## src/sv/x86d_pkg.sv

```systemverilog
`default_nettype none
package x86d_pkg;

  localparam logic [3:0] K_NONE   = 4'd0;
  localparam logic [3:0] K_REG    = 4'd1;
  localparam logic [3:0] K_MEM    = 4'd2;
  localparam logic [3:0] K_DIRECT = 4'd3;
  localparam logic [3:0] K_IMM    = 4'd4;
  localparam logic [3:0] K_SEG    = 4'd5;
  localparam logic [3:0] K_DX     = 4'd6;
  localparam logic [3:0] K_PORT   = 4'd7;
  localparam logic [3:0] K_JUMP   = 4'd8;

  localparam logic [5:0] M_LDS    = 6'd0;
  localparam logic [5:0] M_LES    = 6'd1;
  localparam logic [5:0] M_AAA    = 6'd2;
  localparam logic [5:0] M_DAA    = 6'd3;
  localparam logic [5:0] M_AAS    = 6'd4;
  localparam logic [5:0] M_DAS    = 6'd5;
  localparam logic [5:0] M_LAHF   = 6'd6;
  localparam logic [5:0] M_SAHF   = 6'd7;
  localparam logic [5:0] M_PUSHF  = 6'd8;
  localparam logic [5:0] M_POPF   = 6'd9;
  localparam logic [5:0] M_MOV    = 6'd10;
  localparam logic [5:0] M_ADD    = 6'd11;
  localparam logic [5:0] M_ADC    = 6'd12;
  localparam logic [5:0] M_CMP    = 6'd13;
  localparam logic [5:0] M_SUB    = 6'd14;
  localparam logic [5:0] M_SBB    = 6'd15;
  localparam logic [5:0] M_PUSH   = 6'd16;
  localparam logic [5:0] M_INC    = 6'd17;
  localparam logic [5:0] M_DEC    = 6'd18;
  localparam logic [5:0] M_NEG    = 6'd19;
  localparam logic [5:0] M_MUL    = 6'd20;
  localparam logic [5:0] M_IMUL   = 6'd21;
  localparam logic [5:0] M_JO     = 6'd22;
  localparam logic [5:0] M_LOOPNZ = 6'd38;
  localparam logic [5:0] M_POP    = 6'd42;
  localparam logic [5:0] M_XCHG   = 6'd43;
  localparam logic [5:0] M_IN     = 6'd44;
  localparam logic [5:0] M_OUT    = 6'd45;
  localparam logic [5:0] M_XLAT   = 6'd46;
  localparam logic [5:0] M_LEA    = 6'd47;

  localparam logic [7:0] ALU_VALID = 8'hAD;
  localparam int unsigned QDEPTH = 4;
  localparam int unsigned QAW = $clog2(QDEPTH);

  typedef struct packed {
    logic       bad;
    logic       xbad;
    logic       has_modrm;
    logic [5:0] mn;
    logic       w;
    logic [3:0] dk;
    logic [2:0] di;
    logic [3:0] sk;
    logic [2:0] si;
    logic [1:0] ndisp;
    logic [1:0] nimm;
    logic       imm_sext;
    logic       jump;
  } dec_t;

  // one finished instruction as handed from front to back
  typedef struct packed {
    logic        bad;
    dec_t        d;
    logic [15:0] disp;
    logic [15:0] imm;
    logic [2:0]  len;
  } rec_t;

  function automatic logic [5:0] alu_mn(input logic [2:0] op);
    logic [5:0] r;
    case (op)
      3'd0: r = M_ADD;
      3'd2: r = M_ADC;
      3'd3: r = M_SBB;
      3'd5: r = M_SUB;
      3'd7: r = M_CMP;
      default: r = 6'd0;
    endcase
    return r;
  endfunction

  function automatic dec_t decode(input logic [7:0] fb, input logic [7:0] m);
    dec_t d;
    logic w, dbit, aluok;
    logic [2:0] reg_f, rm;
    logic [1:0] md;
    logic [3:0] rk;
    logic [2:0] ri;
    logic [1:0] nd;
    w = fb[0];
    dbit = fb[1];
    reg_f = m[5:3];
    md = m[7:6];
    rm = m[2:0];
    aluok = ALU_VALID[fb[5:3]];
    if (md == 2'd3) begin
      rk = K_REG; ri = rm; nd = 2'd0;
    end else if (md == 2'd0 && rm == 3'd6) begin
      rk = K_DIRECT; ri = 3'd0; nd = 2'd2;
    end else begin
      rk = K_MEM; ri = rm;
      nd = (md == 2'd0) ? 2'd0 : ((md == 2'd1) ? 2'd1 : 2'd2);
    end
    d = '0;
    if (fb == 8'hc5 || fb == 8'hc4 || fb == 8'h8d || (fb >= 8'h86 && fb <= 8'h8b) ||
        (fb < 8'h40 && fb[2:0] < 3'd4 && aluok)) begin
      d.has_modrm = 1'b1; d.ndisp = nd; d.w = w;
      if (fb == 8'hc5) begin
        d.mn = M_LDS; d.w = 1'b1; dbit = 1'b1;
      end else if (fb == 8'hc4) begin
        d.mn = M_LES; d.w = 1'b1; dbit = 1'b1;
      end else if (fb == 8'h8d) begin
        d.mn = M_LEA; d.w = 1'b1; dbit = 1'b1;
      end else if (fb >= 8'h86 && fb <= 8'h8b) begin
        if (fb <= 8'h87) begin
          d.mn = M_XCHG; dbit = 1'b1;
        end else d.mn = M_MOV;
      end else d.mn = alu_mn(fb[5:3]);
      if (dbit) begin
        d.dk = K_REG; d.di = reg_f; d.sk = rk; d.si = ri;
      end else begin
        d.dk = rk; d.di = ri; d.sk = K_REG; d.si = reg_f;
      end
    end else if (fb < 8'h40 && (fb[2:0] == 3'd4 || fb[2:0] == 3'd5) && aluok) begin
      d.mn = alu_mn(fb[5:3]); d.w = w; d.dk = K_REG; d.sk = K_IMM;
      d.nimm = w ? 2'd2 : 2'd1;
    end else if (fb == 8'h37) d.mn = M_AAA;
    else if (fb == 8'h27) d.mn = M_DAA;
    else if (fb == 8'h3f) d.mn = M_AAS;
    else if (fb == 8'h2f) d.mn = M_DAS;
    else if (fb == 8'h9f) d.mn = M_LAHF;
    else if (fb == 8'h9e) d.mn = M_SAHF;
    else if (fb == 8'h9c) d.mn = M_PUSHF;
    else if (fb == 8'h9d) d.mn = M_POPF;
    else if (fb == 8'hd7) d.mn = M_XLAT;
    else if (fb >= 8'ha0 && fb <= 8'ha3) begin
      d.mn = M_MOV; d.w = w; d.ndisp = 2'd2;
      if (fb <= 8'ha1) begin
        d.dk = K_REG; d.sk = K_DIRECT;
      end else begin
        d.dk = K_DIRECT; d.sk = K_REG;
      end
    end else if (fb == 8'hfe || fb == 8'hff || fb == 8'hf6 || fb == 8'hf7 ||
                 fb == 8'h8f) begin
      d.has_modrm = 1'b1; d.ndisp = nd; d.w = w; d.dk = rk; d.di = ri;
      if (fb == 8'h8f) begin
        d.mn = M_POP; d.xbad = (reg_f != 3'd0);
      end else if (fb >= 8'hfe) begin
        if (fb == 8'hff && reg_f == 3'd6) d.mn = M_PUSH;
        else if (reg_f == 3'd0) d.mn = M_INC;
        else if (reg_f == 3'd1) d.mn = M_DEC;
        else d.xbad = 1'b1;
      end else begin
        if (reg_f == 3'd3) d.mn = M_NEG;
        else if (reg_f == 3'd4) d.mn = M_MUL;
        else if (reg_f == 3'd5) d.mn = M_IMUL;
        else d.xbad = 1'b1;
      end
    end else if (fb >= 8'h40 && fb <= 8'h5f) begin
      case (fb[4:3])
        2'd0: d.mn = M_INC;
        2'd1: d.mn = M_DEC;
        2'd2: d.mn = M_PUSH;
        default: d.mn = M_POP;
      endcase
      d.w = 1'b1; d.dk = K_REG; d.di = fb[2:0];
    end else if (fb >= 8'h80 && fb <= 8'h83) begin
      d.has_modrm = 1'b1; d.ndisp = nd; d.w = w; d.dk = rk; d.di = ri; d.sk = K_IMM;
      d.mn = alu_mn(reg_f); d.xbad = !ALU_VALID[reg_f];
      d.nimm = (w && !dbit) ? 2'd2 : 2'd1;
      d.imm_sext = w && dbit;
    end else if (fb == 8'hc6 || fb == 8'hc7) begin
      d.has_modrm = 1'b1; d.ndisp = nd; d.w = w; d.dk = rk; d.di = ri; d.sk = K_IMM;
      d.mn = M_MOV; d.nimm = w ? 2'd2 : 2'd1;
    end else if (fb >= 8'hb0 && fb <= 8'hbf) begin
      d.mn = M_MOV; d.w = fb[3]; d.dk = K_REG; d.di = fb[2:0]; d.sk = K_IMM;
      d.nimm = fb[3] ? 2'd2 : 2'd1;
    end else if (fb >= 8'h70 && fb <= 8'h7f) begin
      d.mn = M_JO + {2'b00, fb[3:0]}; d.dk = K_JUMP; d.ndisp = 2'd1; d.jump = 1'b1;
    end else if (fb >= 8'he0 && fb <= 8'he3) begin
      d.mn = M_LOOPNZ + {4'b0000, fb[1:0]}; d.dk = K_JUMP; d.ndisp = 2'd1;
      d.jump = 1'b1;
    end else if (fb < 8'h20 && fb[2:1] == 2'b11) begin
      d.mn = fb[0] ? M_POP : M_PUSH; d.w = 1'b1; d.dk = K_SEG; d.di = {1'b0, fb[4:3]};
    end else if (fb >= 8'h90 && fb <= 8'h97) begin
      d.mn = M_XCHG; d.w = 1'b1; d.dk = K_REG; d.sk = K_REG; d.si = fb[2:0];
    end else if (fb == 8'he4 || fb == 8'he5 || fb == 8'hec || fb == 8'hed) begin
      d.mn = M_IN; d.w = w; d.dk = K_REG;
      if (fb <= 8'he5) begin
        d.sk = K_PORT; d.nimm = 2'd1;
      end else d.sk = K_DX;
    end else if (fb == 8'he6 || fb == 8'he7 || fb == 8'hee || fb == 8'hef) begin
      d.mn = M_OUT; d.w = w; d.sk = K_REG;
      if (fb <= 8'he7) begin
        d.dk = K_PORT; d.nimm = 2'd1;
      end else d.dk = K_DX;
    end else begin
      d.bad = 1'b1;
    end
    return d;
  endfunction

endpackage
`default_nettype wire

```

## src/sv/x86d_front.sv

```systemverilog
`default_nettype none
module x86d_front (
  input  wire logic             clk_i,
  input  wire logic             rst_ni,
  input  wire logic [7:0]       byte_value_i,
  input  wire logic             byte_valid_i,
  output logic                  byte_ready_o,
  output x86d_pkg::rec_t        rec_o,
  output logic                  rec_valid_o,
  input  wire logic             rec_ready_i
);

  typedef enum logic [1:0] {PH_OPCODE, PH_MODRM, PH_TAIL} phase_e;

  phase_e         phase_q;
  logic [7:0]     fb_q, modrm_q;
  logic [15:0]    disp_q, imm_q;
  logic [2:0]     left_q, cnt_q;
  x86d_pkg::dec_t dec;
  logic [7:0]     fb_sel, m_sel;
  logic           take;
  logic [2:0]     total, pos, nd3;

  // a byte can always be taken when the queue has room for the record it may make
  assign byte_ready_o = rec_ready_i;
  assign take = byte_valid_i && rec_ready_i;

  always_comb begin
    fb_sel = fb_q;
    m_sel = modrm_q;
    if (phase_q == PH_OPCODE) begin
      fb_sel = byte_value_i; m_sel = 8'h00;
    end else if (phase_q == PH_MODRM) begin
      m_sel = byte_value_i;
    end
    dec = x86d_pkg::decode(fb_sel, m_sel);
    nd3 = {1'b0, dec.ndisp};
    total = nd3 + {1'b0, dec.nimm};
    pos = total - left_q;
  end

  always_comb begin
    rec_valid_o = 1'b0;
    rec_o = '0;
    rec_o.d = dec;
    rec_o.disp = disp_q;
    rec_o.imm = imm_q;
    rec_o.len = cnt_q;
    if (take) begin
      unique case (phase_q)
        PH_OPCODE: begin
          rec_o.disp = '0; rec_o.imm = '0; rec_o.len = 3'd1;
          if (dec.bad) begin
            rec_valid_o = 1'b1; rec_o.bad = 1'b1;
          end else if (!dec.has_modrm && total == 3'd0) rec_valid_o = 1'b1;
        end
        PH_MODRM: begin
          rec_o.len = 3'd2;
          if (dec.xbad) begin
            rec_valid_o = 1'b1; rec_o.bad = 1'b1;
          end else if (total == 3'd0) rec_valid_o = 1'b1;
        end
        PH_TAIL: begin
          if (left_q == 3'd0 || left_q > total) rec_valid_o = 1'b1;
          else begin
            if (pos < nd3) begin
              if (pos[0]) rec_o.disp[15:8] = disp_q[15:8] | byte_value_i;
              else rec_o.disp[7:0] = disp_q[7:0] | byte_value_i;
            end else begin
              if (pos[0] ^ nd3[0]) rec_o.imm[15:8] = imm_q[15:8] | byte_value_i;
              else rec_o.imm[7:0] = imm_q[7:0] | byte_value_i;
            end
            rec_o.len = cnt_q + 3'd1;
            rec_valid_o = (left_q == 3'd1);
          end
        end
        default: ;
      endcase
    end
  end

  always_ff @(posedge clk_i or negedge rst_ni) begin
    if (!rst_ni) begin
      phase_q <= PH_OPCODE;
      fb_q <= '0; modrm_q <= '0; disp_q <= '0; imm_q <= '0;
      left_q <= '0; cnt_q <= '0;
    end else if (take) begin
      unique case (phase_q)
        PH_OPCODE: begin
          fb_q <= byte_value_i; modrm_q <= '0; disp_q <= '0; imm_q <= '0;
          cnt_q <= 3'd1; left_q <= total;
          if (dec.bad) begin
            phase_q <= PH_OPCODE; left_q <= '0;
          end else if (dec.has_modrm) begin
            phase_q <= PH_MODRM; left_q <= left_q;
          end else if (total == 3'd0) phase_q <= PH_OPCODE;
          else phase_q <= PH_TAIL;
        end
        PH_MODRM: begin
          modrm_q <= byte_value_i; cnt_q <= 3'd2;
          if (dec.xbad) phase_q <= PH_OPCODE;
          else begin
            left_q <= total;
            phase_q <= (total == 3'd0) ? PH_OPCODE : PH_TAIL;
          end
        end
        PH_TAIL: begin
          if (left_q == 3'd0 || left_q > total) begin
            phase_q <= PH_OPCODE; left_q <= '0;
          end else begin
            disp_q <= rec_o.disp; imm_q <= rec_o.imm; cnt_q <= rec_o.len;
            left_q <= left_q - 3'd1;
            if (left_q == 3'd1) phase_q <= PH_OPCODE;
          end
        end
        default: phase_q <= PH_OPCODE;
      endcase
    end
  end

endmodule
`default_nettype wire

```

## src/sv/x86d_queue.sv

```systemverilog
`default_nettype none
module x86d_queue (
  input  wire logic           clk_i,
  input  wire logic           rst_ni,
  input  x86d_pkg::rec_t      wr_data_i,
  input  wire logic           wr_valid_i,
  output logic                wr_ready_o,
  output x86d_pkg::rec_t      rd_data_o,
  output logic                rd_valid_o,
  input  wire logic           rd_ready_i
);

  x86d_pkg::rec_t            mem_q [x86d_pkg::QDEPTH];
  logic [x86d_pkg::QAW-1:0]  wp_q, rp_q;
  logic [x86d_pkg::QAW:0]    cnt_q;
  logic                      wr, rd;

  assign wr_ready_o = (cnt_q != (x86d_pkg::QAW+1)'(x86d_pkg::QDEPTH));
  assign rd_valid_o = (cnt_q != '0);
  assign rd_data_o = mem_q[rp_q];
  assign wr = wr_valid_i && wr_ready_o;
  assign rd = rd_valid_o && rd_ready_i;

  always_ff @(posedge clk_i) begin
    if (wr) mem_q[wp_q] <= wr_data_i;
  end

  always_ff @(posedge clk_i or negedge rst_ni) begin
    if (!rst_ni) begin
      wp_q <= '0; rp_q <= '0; cnt_q <= '0;
    end else begin
      if (wr) wp_q <= wp_q + 1'b1;
      if (rd) rp_q <= rp_q + 1'b1;
      cnt_q <= cnt_q + {{x86d_pkg::QAW{1'b0}}, wr} - {{x86d_pkg::QAW{1'b0}}, rd};
    end
  end

endmodule
`default_nettype wire

```

## src/sv/x86d_back.sv

```systemverilog
`default_nettype none
module x86d_back (
  input  wire logic           clk_i,
  input  wire logic           rst_ni,
  input  x86d_pkg::rec_t      rec_i,
  input  wire logic           rec_valid_i,
  output logic                rec_ready_o,
  output logic                out_valid_o,
  input  wire logic           out_ready_i,
  output logic [5:0]          mnemonic_o,
  output logic                word_op_o,
  output logic [3:0]          dest_kind_o,
  output logic [2:0]          dest_index_o,
  output logic [3:0]          src_kind_o,
  output logic [2:0]          src_index_o,
  output logic signed [15:0]  displacement_o,
  output logic [15:0]         immediate_o,
  output logic signed [8:0]   jump_offset_o,
  output logic [2:0]          length_o,
  output logic                bad_opcode_o
);

  logic        valid_q;
  logic [15:0] disp_d, imm_d;
  logic [8:0]  jo_d;

  assign rec_ready_o = !valid_q || out_ready_i;
  assign out_valid_o = valid_q;

  always_comb begin
    disp_d = rec_i.disp;
    imm_d = rec_i.imm;
    jo_d = '0;
    if (rec_i.d.jump) begin
      jo_d = {rec_i.disp[7], rec_i.disp[7:0]} + 9'd2;
      disp_d = '0;
    end else if (rec_i.d.ndisp == 2'd1) disp_d = {{8{rec_i.disp[7]}}, rec_i.disp[7:0]};
    if (rec_i.d.imm_sext && rec_i.d.nimm == 2'd1) imm_d = {{8{rec_i.imm[7]}}, rec_i.imm[7:0]};
  end

  always_ff @(posedge clk_i or negedge rst_ni) begin
    if (!rst_ni) valid_q <= 1'b0;
    else if (rec_ready_o) valid_q <= rec_valid_i;
  end

  always_ff @(posedge clk_i) begin
    if (rec_ready_o && rec_valid_i) begin
      length_o <= rec_i.len;
      bad_opcode_o <= rec_i.bad;
      if (rec_i.bad) begin
        mnemonic_o <= '0; word_op_o <= 1'b0; dest_kind_o <= '0; dest_index_o <= '0;
        src_kind_o <= '0; src_index_o <= '0; displacement_o <= '0; immediate_o <= '0;
        jump_offset_o <= '0;
      end else begin
        mnemonic_o <= rec_i.d.mn; word_op_o <= rec_i.d.w;
        dest_kind_o <= rec_i.d.dk; dest_index_o <= rec_i.d.di;
        src_kind_o <= rec_i.d.sk; src_index_o <= rec_i.d.si;
        displacement_o <= disp_d; immediate_o <= imm_d; jump_offset_o <= jo_d;
      end
    end
  end

endmodule
`default_nettype wire

```

## src/sv/x86_16bit_instruction_decoder.sv

```systemverilog
`default_nettype none
// 8086 decoder taking one instruction byte per cycle. The front classifies each byte and
// hands a finished record (1 to 6 bytes of instruction) to a four-entry queue as the last
// byte is taken; the back then loads it from the queue into the output register, so a record
// passes the queue and the output register before it is offered. Bytes flow one per
// cycle as long as the queue has room; once it is full the byte side stalls until the
// output register drains.
module x86_16bit_instruction_decoder (
  input  wire logic           clk_i,
  input  wire logic           rst_ni,
  input  wire logic [7:0]     byte_value_i,
  input  wire logic           in_valid_i,
  output logic                in_ready_o,
  output logic                out_valid_o,
  input  wire logic           out_ready_i,
  output logic [5:0]          mnemonic_o,
  output logic                word_op_o,
  output logic [3:0]          dest_kind_o,
  output logic [2:0]          dest_index_o,
  output logic [3:0]          src_kind_o,
  output logic [2:0]          src_index_o,
  output logic signed [15:0]  displacement_o,
  output logic [15:0]         immediate_o,
  output logic signed [8:0]   jump_offset_o,
  output logic [2:0]          length_o,
  output logic                bad_opcode_o
);

  x86d_pkg::rec_t f_rec, q_rec;
  logic f_valid, f_ready, q_valid, q_ready;

  x86d_front u_front (
    .clk_i, .rst_ni, .byte_value_i, .byte_valid_i(in_valid_i), .byte_ready_o(in_ready_o),
    .rec_o(f_rec), .rec_valid_o(f_valid), .rec_ready_i(f_ready)
  );

  x86d_queue u_queue (
    .clk_i, .rst_ni, .wr_data_i(f_rec), .wr_valid_i(f_valid), .wr_ready_o(f_ready),
    .rd_data_o(q_rec), .rd_valid_o(q_valid), .rd_ready_i(q_ready)
  );

  x86d_back u_back (
    .clk_i, .rst_ni, .rec_i(q_rec), .rec_valid_i(q_valid), .rec_ready_o(q_ready),
    .out_valid_o, .out_ready_i, .mnemonic_o, .word_op_o, .dest_kind_o, .dest_index_o,
    .src_kind_o, .src_index_o, .displacement_o, .immediate_o, .jump_offset_o,
    .length_o, .bad_opcode_o
  );

endmodule
`default_nettype wire

```

## config.mk

```make
export PLATFORM = sky130hd
export DESIGN_NAME = x86_16bit_instruction_decoder
export DESIGN_NICKNAME = d
export VERILOG_FILES = /design/src/sv/x86d_pkg.sv /design/src/sv/x86d_front.sv /design/src/sv/x86d_queue.sv /design/src/sv/x86d_back.sv /design/src/sv/x86_16bit_instruction_decoder.sv
export SDC_FILE = /design/constraint.sdc
export NUM_CORES = 1
export LEC_CHECK = 0
export ABC_AREA = 1
export BUFFER_PORTS_ARGS = -buffer_cell sky130_fd_sc_hd__buf_2
export CAP_MARGIN = 20
export CORE_MARGIN = 1
export CORE_UTILIZATION = 56
export DETAILED_ROUTE_END_ITERATION = 16
export PLACE_DENSITY = 0.83
export SYNTH_ARGS = -nofsm -noshare
export SYNTH_HDL_FRONTEND = slang
export SYNTH_HIERARCHICAL = 1
export SYNTH_SLANG_ARGS = --single-unit
```

## constraint.sdc

```tcl
create_clock -name clk_i -period 6.65 [get_ports clk_i]
set_clock_uncertainty 0.05 [all_clocks]
set_input_delay 1.33 -clock clk_i [delete_from_list [all_inputs] [get_ports clk_i]]
set_output_delay 1.33 -clock clk_i [all_outputs]
set_load 0.02 [all_outputs]
```

==> metrics <==
Vias/cell 5.56; num rows 65; CP delay by family, top simple AND/OR/NAND/NOR gates; DP Wirelength 30000 microns; gr ovfl total 0; Mapped Nets 1942; CP Max Fanout 22; buffers plus inverters on the worst setup path 5; GR Util All Layers 0.273; Max Slew Vio Count 0; first-pass GRT wire length 70500 microns; Setup violations, final 0; startpoint class of the critical path flip-flop; WL/cell 18.0 microns; Final ANT Viol Nets 0; cts repair resizes 0; Die Ht 182 microns; Hold Fails Final Rpt 0; I/O Pins 80; Hold Crit Class reg2reg; final WL 44100 microns; Pwr Total 10.3 mW; diode count 0; GPL Wtd Cong 0.947; crit path DAT 6.31 ns; Max-slew headroom 0.359; share of cells above drive strength 1 0.117; Root Driver clkbuf_16; placed cell count 2380; final worst-path cycle share 0.891; Non-Filler Instances 2454; Slowest-stage cell, CP fa_1; number of setup buffers added after CTS 0; Pleak 8.71 nW; Die Width 182 microns; area delta synth->final 11.9%; # port buffers 79; initial DRC count 1355; Max Root-Sink Buffers 3; maximum achievable frequency 169 MHz; final setup margin 0.726 ns; syn_area_per_cell 9.56 sq um; pwr dens 507 nW/um^2; Max stage delay on crit path 0.53 ns; Setup CP Type reg2reg; TritonCTS Buffers 40; Critical Path Sink Type flip-flop; slew of the pin with the lowest slew margin 0.961 ns; area of the die 33200 sq um; Max-Cap Viols 0; Synth Cell Area 18200 sq um; Synth Warn # 6; pre-CTS setup slack 0.396 ns; Initial Utilization 0.573; status completed; CTS tree built; Clk pin slew, worst setup/hold paths 0.06 ns; largest net degree at the start of global routing 75; Num Clock Sinks 382; final net count 2025; CP Data Required Time 7.04 ns; clk_lat worst skew 0.55 ns; DRT Pass-1 Iters 7; htree depth 2; RSZ-0062 raised after global routing no; core footprint 31800 sq um; DR vias 13700; post-route minimum period 5.92 ns; hold_buf cts 0; worst vdd ir 0.381 mV; Post-Syn Instances 1905; vias in the first global route 13200; CP most frequent cell nand2_1; antenna violations before repair 0; # DRC 0
cell type report:
| cell class | count | area, sq um |
|---|---|---|
| flip-flops and latches | 382 | 11200 |
| inverters | 228 | 857 |
| clock inverters | 20 | 209 |
| well taps | 435 | 544 |
| fillers | 2427 | 11400 |
| multi-input cells | 1221 | 5770 |
| repair buffers | 115 | 791 |
| clock buffers | 53 | 1050 |
state kept, by name, indices dropped and copies added (netlist names), 2 cells and up:
name,flops
u_back/jump_offset_o,9
u_back/src_index_o,3
u_queue/cnt_q,3
u_front/imm_q,16
u_front/disp_q,16
u_queue/mem_q,252
u_back/mnemonic_o,6
u_front/phase_q,2
u_back/immediate_o,16
u_back/displacement_o,16
u_back/dest_index_o,3
u_back/src_kind_o,4
u_front/modrm_q,8
u_front/left_q,3
u_queue/wp_q,2
u_queue/rp_q,2
u_back/length_o,3
u_front/cnt_q,3
u_back/dest_kind_o,4
u_front/fb_q,8
worst register-to-register path, delay by kind of cell, from the launching register on:
family,cells,cell delay [ns]
DFF,1,0.42
buffers and inverters,5,0.60
AOI/OAI and AO/OA,5,1.07
and+or+nand+nor,15,1.86
adders and majority gates,6,1.80
final timing paths:
path                                                 from                              to  slack, ns  depth (start not counted)
setup / recovery           u_front/phase_q[0]$_DFFE_PN0P_      u_queue/cnt_q[2]$_DFF_PN0_       0.73                         31
hold / removal             u_front/modrm_q[7]$_DFFE_PN0P_  u_front/modrm_q[7]$_DFFE_PN0P_       0.44                          2
setup reg to reg           u_front/phase_q[0]$_DFFE_PN0P_      u_queue/cnt_q[2]$_DFF_PN0_       0.73                         31
hold reg to reg            u_front/modrm_q[7]$_DFFE_PN0P_  u_front/modrm_q[7]$_DFFE_PN0P_       0.44                          2
max in group asynchronous                          rst_ni     u_queue/rp_q[0]$_DFFE_PN0P_       4.99                          2
min in group asynchronous                          rst_ni      u_queue/cnt_q[1]$_DFF_PN0_       0.92                          2
layout by cell type (no fill, tap or decap), types with 3 or more instances in the layout:
master     instances
nand2_1          458
edfxtp_1         318
nor2_1           273
inv_1            221
o21ai_0          164
buf_2             79
o21ai_1           68
dfrtp_1           63
nand3_1           51
a21oi_1           42
clkbuf_16         40
o21bai_1          31
buf_4             26
nand2_2           26
ha_1              22
clkbuf_1          13
nand4_1           13
clkinv_2          10
buf_12            10
nor2_2             8
nor2_4             7
nand3_2            6
clkinv_1           5
inv_2              5
nand2_4            5
nor3_1             5
o211ai_1           5
o22ai_1            5
o31ai_1            3
nand3b_1           3
o2111ai_1          3
fa_1               3
where the power goes:
part	switching, mW	total (mW)	leakage, nW	internal, mW
combinational	3.08	4.23	4.23	1.16
clock	0.923	2.13	0.618	1.21
sequential	0.283	3.97	3.86	3.69
routing by layer:
layer | track usage | routed length, microns | part of all wire
met1 | 0.368 | 18000 | 0.41
met2 | 0.444 | 20800 | 0.47
met3 | 0.0471 | 3840 | 0.087
met4 | 0.105 | 1410 | 0.032
met5 | 0 | 0 | 0
stage by stage:
step	TNS, ns	area [sq um]	utilization	hold WS [ns]
after global routing	0	20400	0.641	0.461
after floorplan	-202.62	18200	-	0.403
after CTS	0	20400	0.641	0.440
final	0	20400	0.641	0.438
after global placement	0	19100	0.601	0.422
after detailed placement	0	19100	0.601	0.426
(Power assumes the default switching activity.)
